File: src/hdl/bsra_pkg.sv
// Shared types and constants of the slab run allocator.
`default_nettype none
package bsra_pkg;

  localparam int NZONES     = 4;
  localparam int ZONE_WORDS = 16;
  localparam int WORD_BITS  = 64;
  localparam int ZW         = 2;
  localparam int GW         = 4;

  localparam logic OP_ALLOC = 1'b0;
  localparam logic OP_FREE  = 1'b1;

  localparam logic [1:0] ST_DONE     = 2'd0;
  localparam logic [1:0] ST_NO_SPACE = 2'd1;
  localparam logic [1:0] ST_BAD_FREE = 2'd2;

  localparam logic REG_ZONE_GROUPS = 1'b0;
  localparam logic REG_ZONE_LIMIT  = 1'b1;

  typedef struct packed {
    logic        operation;
    logic [10:0] run_len;
    logic [1:0]  zone_id;
    logic [9:0]  first_slab;
  } in_item_t;

  typedef struct packed {
    logic [1:0]  status;
    logic [1:0]  result_zone;
    logic [9:0]  result_offset;
    logic [10:0] zone_free_slabs;
  } out_item_t;

  typedef enum logic [3:0] {
    S_IDLE, S_START, S_ZONE, S_WORD, S_RUN, S_OPEN, S_MRD, S_MWR, S_FIN, S_RESP
  } state_t;

  typedef enum logic [4:0] {
    C_NONE, C_LOAD, C_NO_SPACE, C_BAD_FREE, C_ZONE_INIT, C_FREE_INIT, C_ZONE_NEXT,
    C_SRCH_INIT, C_HIT_BIG, C_BIG_NEXT, C_HIT_STR, C_RUN_INIT, C_RUN_STEP,
    C_HIT_RUN, C_WORD_NEXT, C_OPEN, C_MARK_READ, C_MARK_WRITE, C_SET_DONE, C_PUSH
  } cmd_t;

  typedef struct packed {
    logic is_free;
    logic n_zero;
    logic free_bad;
    logic zone_end;
    logic zone_fit;
    logic big;
    logic big_hit;
    logic more;
    logic straddle_hit;
    logic run_busy;
    logic run_hit;
    logic open_ok;
    logic mark_last;
    logic out_busy;
  } flags_t;

endpackage
`default_nettype wire

File: src/hdl/bsra_ctrl.sv
// Sequencing state machine of the slab run allocator.
`default_nettype none
module bsra_ctrl import bsra_pkg::*; (
  input  wire logic   clk,
  input  wire logic   rst,
  input  wire logic   in_valid,
  output logic        in_ready,
  input  wire flags_t flags,
  output cmd_t        cmd
);

  state_t state, state_next;

  always_ff @(posedge clk) begin
    if (rst) begin
      state <= S_IDLE;
    end else begin
      state <= state_next;
    end
  end

  always_comb begin
    state_next = state;
    case (state)
      S_IDLE: if (in_valid) state_next = S_START;
      S_START: begin
        if (flags.is_free) begin
          state_next = flags.free_bad ? S_RESP : S_MRD;
        end else begin
          state_next = flags.n_zero ? S_RESP : S_ZONE;
        end
      end
      S_ZONE: begin
        if (flags.zone_end) state_next = S_OPEN;
        else if (flags.zone_fit) state_next = S_WORD;
      end
      S_WORD: begin
        if (flags.big) begin
          if (flags.big_hit) state_next = S_MRD;
          else if (!flags.more) state_next = S_ZONE;
        end else begin
          state_next = flags.straddle_hit ? S_MRD : S_RUN;
        end
      end
      S_RUN: begin
        if (!flags.run_busy) begin
          if (flags.run_hit) state_next = S_MRD;
          else if (flags.more) state_next = S_WORD;
          else state_next = S_ZONE;
        end
      end
      S_OPEN: state_next = flags.open_ok ? S_MRD : S_RESP;
      S_MRD:  state_next = S_MWR;
      S_MWR:  state_next = flags.mark_last ? S_FIN : S_MRD;
      S_FIN:  state_next = S_RESP;
      S_RESP: if (!flags.out_busy) state_next = S_IDLE;
      default: state_next = S_IDLE;
    endcase
  end

  always_comb begin
    cmd      = C_NONE;
    in_ready = 1'b0;
    case (state)
      S_IDLE: begin
        in_ready = 1'b1;
        if (in_valid) cmd = C_LOAD;
      end
      S_START: begin
        if (flags.is_free) begin
          cmd = flags.free_bad ? C_BAD_FREE : C_FREE_INIT;
        end else begin
          cmd = flags.n_zero ? C_NO_SPACE : C_ZONE_INIT;
        end
      end
      S_ZONE: begin
        if (flags.zone_end) cmd = C_NONE;
        else if (flags.zone_fit) cmd = C_SRCH_INIT;
        else cmd = C_ZONE_NEXT;
      end
      S_WORD: begin
        if (flags.big) begin
          if (flags.big_hit) cmd = C_HIT_BIG;
          else if (flags.more) cmd = C_BIG_NEXT;
          else cmd = C_ZONE_NEXT;
        end else begin
          cmd = flags.straddle_hit ? C_HIT_STR : C_RUN_INIT;
        end
      end
      S_RUN: begin
        if (flags.run_busy) cmd = C_RUN_STEP;
        else if (flags.run_hit) cmd = C_HIT_RUN;
        else if (flags.more) cmd = C_WORD_NEXT;
        else cmd = C_ZONE_NEXT;
      end
      S_OPEN: cmd = flags.open_ok ? C_OPEN : C_NO_SPACE;
      S_MRD:  cmd = C_MARK_READ;
      S_MWR:  cmd = C_MARK_WRITE;
      S_FIN:  cmd = C_SET_DONE;
      S_RESP: if (!flags.out_busy) cmd = C_PUSH;
      default: cmd = C_NONE;
    endcase
  end

endmodule
`default_nettype wire

File: config.mk
export PLATFORM = sky130hd
export DESIGN_NAME = bsra_ctrl
export DESIGN_NICKNAME = d
export VERILOG_FILES = /design/src/hdl/bsra_pkg.sv /design/src/hdl/bsra_ctrl.sv
export SDC_FILE = /design/constraint.sdc
export NUM_CORES = 1
export LEC_CHECK = 0
export ABC_AREA = 1
export BUFFER_PORTS_ARGS = -buffer_cell sky130_fd_sc_hd__buf_2
export CAP_MARGIN = 20
export CORE_MARGIN = 2
export CORE_UTILIZATION = 42
export CTS_CLUSTER_DIAMETER = 60
export DETAILED_ROUTE_END_ITERATION = 7
export PLACE_DENSITY = 0.75
export SYNTH_ARGS = -nofsm -noshare
export SYNTH_HDL_FRONTEND = slang
export SYNTH_SLANG_ARGS = --single-unit
File: constraint.sdc
create_clock -name clk -period 1.1 [get_ports clk]
set_input_delay 0.055 -clock clk [delete_from_list [all_inputs] [get_ports clk]]
set_output_delay 0.055 -clock clk [all_outputs]
set_load 0.1 [all_outputs]
-- After elaboration in Yosys (flattened, before gate mapping)
Index checks and enable logic that the tools add are counted.
- eq/ne operators: 14
- multiplexer cells: 34
- reduce and logical (&&, ||, !) cells: 2
- operators with widths (kind ; number):
    4-bit two-way mux ; 19
    5-bit case mux with 10 select lines ; 1
    4-bit case mux with 10 select lines ; 1
    4-bit by 3-bit == test with 1-bit output, second input constant ; 4
    3-bit two-way mux ; 5
    5-bit two-way mux ; 2
    4-bit by 2-bit == test with 1-bit output, second input constant ; 2
    4-bit == test, second input constant ; 2
    2-bit inequality test, second input constant ; 3
    1-bit two-way mux ; 5
    5-bit AND reduction ; 1
    4-bit by 1-bit == test with 1-bit output, second input constant ; 1
    4-bit zero test ; 1
    4-bit inequality test, second input constant ; 1
    3-bit inequality test, second input constant ; 1
    2-bit two-way mux ; 1
- bits in registers: 4
- bits of input ports: 17
- output and inout bits: 6
- word-level logic and storage cells: 51

-- Logic depth before layout (Yosys ltp)
- depth after elaboration: 4
- gate-level depth with buffers: 9
- depth with buffers taken out: 9

-- Worst setup path before layout
Ideal clock, no wire load.
- path kind: register to output
- start point: register state[1]
- end point: output cmd[4]
- arrival: 2.221 ns
- data required time: 1.045 ns
- slack: -1.176 ns
- stages on the path, launching flop included: 5
- path buffers: 0
- cells stage by stage: dfxtp_1 inv_2 nor2_2 nand2_1 o2111ai_1
- word-level cells in the longest chain between the ends: 2
- elaborated cells between the ends (all ways): 11
- classes of those cells: eq/ne (9); mux (1); reduce/logical (1)
- RTL lines (what ; line ; source):
    start, declared ; bsra_ctrl.sv:12 ; state_t state, state_next;
    start signal, assigned ; bsra_ctrl.sv:18 ; state <= state_next;
    4-bit == test (tied with other cells) ; bsra_ctrl.sv:64 ; case (state)
    5-bit case mux with 10 select lines * ; bsra_ctrl.sv:64 ;
    end, declared ; bsra_ctrl.sv:9 ; output cmd_t cmd
Mark *: on every way between the ends. The rest lies on a longest branch, timed or not.

-- Worst setup path in the final report
- start point: register state[2]
- end point: output cmd[0]
The elaborated chain is that of the path after synthesis.

==> flow_summary.rst <==
.. list-table::
   :header-rows: 1

   * - Metric
     - Value
   * - Routed wire length
     - 2.31 mm
   * - Remaining max-slew budget at the tightest pin
     - 82.0%
   * - Register with the most flip-flops
     - state
   * - Maximum number of pins on one net before global-route repair
     - 7
   * - Library cell contributing the largest single delay on the critical path
     - sky130_fd_sc_hd__dfxtp_4
   * - Mean area per synthesized cell
     - 5.00 µm²
   * - Maximum clock frequency
     - 624 MHz
   * - Critical Path End Type
     - primary output
   * - Largest driver fanout on the critical path
     - 3
   * - Overall Global Routing Usage
     - 29.0%
   * - # rows
     - 13
   * - Portion of the post-synthesis area used by sequential elements
     - 13.2%
   * - Min setup slack post-route
     - -0.501 ns
   * - Launch instance of the worst register-to-register path
     - state[3]
   * - Worst reg2reg endpoint
     - state[0]
   * - Worst min-delay path startpoint
     - rst
   * - Number of inserted filler cells in the final layout
     - 75
   * - Registers with the highest flip-flop counts
     - state x4
   * - Count of warnings emitted by yosys
     - 0
   * - Wire length on met2
     - 1.22 mm
   * - Final period utilization
     - 146%
   * - Internal reg-to-reg setup slack
     - -0.38 ns
   * - Final GP Congestion
     - 0.945
   * - Met1 Routed Length
     - 932 µm
   * - Clock buffer count from CTS
     - 3
   * - Max-cap violations
     - 0
   * - Topmost layer with routed signal wires
     - met4
   * - Final setup violation count
     - 10
   * - Biggest area consumer among synthesized cells
     - sky130_fd_sc_hd__nand2_1
   * - Crit path required time
     - 1.04 ns
   * - Setup Skew
     - 0.0125 ns
   * - Worst Path Class, Setup
     - flip-flop to primary output
   * - Crit path top cell by count
     - sky130_fd_sc_hd__nand2_1
   * - Synth-to-layout area growth
     - 86.2%
   * - Die area
     - 1760 µm²
   * - Buffer and inverter count on the worst path
     - 2
   * - Reported leakage power
     - 0.630 nW
   * - Worst hold margin
     - 0.00907 ns
   * - Maximum number of buffers from clock root to sink
     - 2
   * - Final-stage net count
     - 187
   * - Multi-input combinational cell area
     - 527 µm²
   * - Unrepaired setup endpoints after global routing
     - yes
   * - Number of violations reported at the end of detailed-routing iteration 0
     - 37
   * - Starting density of the core
     - 46.0%
   * - Non-Filler Cell Area, Final
     - 1130 µm²
   * - Sequential cell area
     - 92.6 µm²
   * - Via count of the first global-routing pass
     - 929
   * - Detailed Routing Iterations Pass 1
     - 4
   * - Synthesized netlist net count
     - 138
   * - Minimum clock period after layout
     - 1.60 ns
   * - Status
     - finished, violations left
   * - Placed cell areas
     - 993 µm²
   * - IR Drop Worst-Case VDD
     - 3.03 mV
   * - # hold bufs at CTS
     - 0
   * - Half-perimeter wire length after placement
     - 1.75 mm
   * - Via-to-Cell Ratio
     - 5.26
   * - Slowest stage delay, CP
     - 0.36 ns
   * - Number of diodes
     - 0
   * - Number of primary I/O pins
     - 23
   * - Clock latency at the later pin of the worst-skew pair
     - 0.24 ns
   * - I/O Buffers
     - 22
   * - Number of antenna violations at the first check in global routing
     - 0
   * - Aggregate global routing overflow
     - 0
   * - Remaining antenna violation count
     - 0
   * - Critical Path, Cell by Cell
     - inv_4 -> nand2_1 -> nor2_2 -> nand2_1 -> and3_4 -> nand3_4 -> buf_12
   * - Wire length on met3
     - 127 µm
   * - Top cell family by delay on the critical path
     - simple AND/OR/NAND/NOR gates
   * - Min-Delay Path Depth
     - 2
   * - Number of standard cells after synthesis
     - 121
   * - Clock-pin slew on the worst setup and hold paths
     - 0.04 ns
   * - First-pass GRT wire length
     - 3.93 mm
   * - Flip-flop and latch count after synthesis
     - 4
   * - Number of DRC violations after detailed routing
     - 0
   * - CTS H-tree lvls
     - 1
   * - Vias post-DR
     - 962
   * - Power density of the placed cells
     - 3050 nW/µm²
   * - Die height
     - 42.0 µm
   * - Placeable Area
     - 1320 µm²
   * - Worst setup SP type
     - flip-flop
   * - R2r worst-path depth
     - 9
   * - Die width
     - 42.0 µm
   * - Area share of the largest cell type after synthesis
     - 23.6%
   * - Root Buffer
     - sky130_fd_sc_hd__clkbuf_4
   * - Endpoint of the worst hold-timing path
     - state[2]
   * - Worst min-delay path class
     - input pin to flip-flop
   * - Violated checks
     - setup timing
   * - Mapped cell area
     - 606 µm²
   * - Flip-flop count of the largest register, all copies and words added
     - 4
   * - Clock net sink count
     - 4
   * - Arrival @ worst endpoint
     - 1.55 ns
   * - Layout cells sized above 1
     - 45.2%
   * - TritonCTS clock tree
     - built
   * - Routed length per instance
     - 12.6 µm
   * - Max Slew Vio Count
     - 0
   * - Distinct cell type count after synthesis
     - 21
   * - Area contributors post-synth
     - sky130_fd_sc_hd__nand2_1 (24%), sky130_fd_sc_hd__dfxtp_1 (13%), sky130_fd_sc_hd__inv_1 (11%), sky130_fd_sc_hd__nor2_1 (11%), sky130_fd_sc_hd__nand3_1 (9.9%)
   * - Slew at the pin closest to its max-slew limit
     - 0.269 ns
   * - Final hold vios
     - 0
## layer usage
layer / track usage (%) / vias to the layer above
met5: 0 / -
met4: 16.1 / 0
met3: 3.88 / 6
met2: 51.6 / 38
met1: 32.9 / 436
li1: - / 482
## worst register-to-register path, cell delays in order (launching register included)
cell                      delay (ns)
sky130_fd_sc_hd__dfxtp_2        0.33
sky130_fd_sc_hd__buf_12         0.12
sky130_fd_sc_hd__nor2_4         0.17
sky130_fd_sc_hd__buf_4          0.15
sky130_fd_sc_hd__nand2_2        0.07
sky130_fd_sc_hd__buf_4          0.15
sky130_fd_sc_hd__o21ai_1        0.15
sky130_fd_sc_hd__nor2_1         0.09
sky130_fd_sc_hd__nand2_1        0.06
sky130_fd_sc_hd__a21oi_1        0.06
## power by group
part / total (mW) / switching [mW] / leakage, nW / internal (mW)
clock network: 0.185 / 0.0629 / 0.0138 / 0.122
registers: 0.290 / 0.0774 / 0.0353 / 0.213
logic: 2.96 / 1.81 / 0.581 / 1.15
total: 3.43 / 1.95 / 0.630 / 1.49
## logic make-up (layout without fill, tap and decap cells)
group           count (synthesis)  count (layout)  synth area share, %
compound gates                 15              15                 13.6
simple gates                   81              81                 60.1
buf+inv                        21              68                 13.0
flops                           4               4                 13.2
## metrics by stage
stage	setup WS [ns]	instances	utilization, %	power, mW	TNS, ns
6_report	-0.501	183	85.6	3.43	-3.88
5_1_grt	-0.544	183	85.6	3.59	-4.73
2_1_floorplan	-1.01	121	-	1.87	-3.24
3_5_place_dp	-0.283	173	75.4	3.00	-2.07
3_3_place_gp	-0.274	173	75.4	2.94	-1.74
4_1_cts	-0.468	182	83.8	3.38	-3.78
## synthesized netlist by cell type (all sizes together)
master and instances:
nand2 39, and2 1, o211ai 1, or2 1, dfxtp 4, nor3 1
inv 21, nor2 22, nand4 2, o2111ai 1, nand3 12, o21ai 7
o22ai 1, and3 2, nand3b 1, a21oi 5
## cell usage in the layout, fill, tap and decap left out, types with 2 or more instances in the layout
| cell | instances |
|---|---|
| sky130_fd_sc_hd__nand2_1 | 35 |
| sky130_fd_sc_hd__buf_4 | 20 |
| sky130_fd_sc_hd__buf_2 | 16 |
| sky130_fd_sc_hd__inv_1 | 15 |
| sky130_fd_sc_hd__nor2_1 | 14 |
| sky130_fd_sc_hd__nand3_1 | 10 |
| sky130_fd_sc_hd__buf_12 | 7 |
| sky130_fd_sc_hd__nor2_2 | 5 |
| sky130_fd_sc_hd__inv_2 | 4 |
| sky130_fd_sc_hd__o21ai_1 | 4 |
| sky130_fd_sc_hd__a21oi_1 | 4 |
| sky130_fd_sc_hd__nor2_4 | 3 |
| sky130_fd_sc_hd__nand2_2 | 3 |
| sky130_fd_sc_hd__o21ai_0 | 3 |
| sky130_fd_sc_hd__clkbuf_4 | 3 |
| sky130_fd_sc_hd__dfxtp_4 | 3 |
| sky130_fd_sc_hd__and3_4 | 2 |
| sky130_fd_sc_hd__nand4_1 | 2 |
## timing repair
item | in CTS | in global routing
resized for setup | 11 | 5
pin swaps | 3 | 2
setup buffers | 6 | 1
setup endpoints to repair | 10 | 10
## cell type report
class | instances | area share [%]
Inverter | 21 | 7.55
Multi-Input combinational cell | 96 | 46.7
Clock buffer | 3 | 2.00
Timing Repair Buffer | 44 | 33.9
Sequential cell | 4 | 8.21
Tap cell | 15 | 1.66
## worst max path at each step
stage,to,startpoint,slack (ns),cells after the start
floorplan,cmd[3],state[2],-1.01,3
global placement,cmd[0],state[3],-0.27,8
detailed placement,cmd[0],state[3],-0.28,6
CTS,cmd[0],state[3],-0.47,8
global route,cmd[0],state[3],-0.54,8
finish,cmd[0],state[2],-0.50,7
Note: power is estimated with default switching activity, not from simulation.
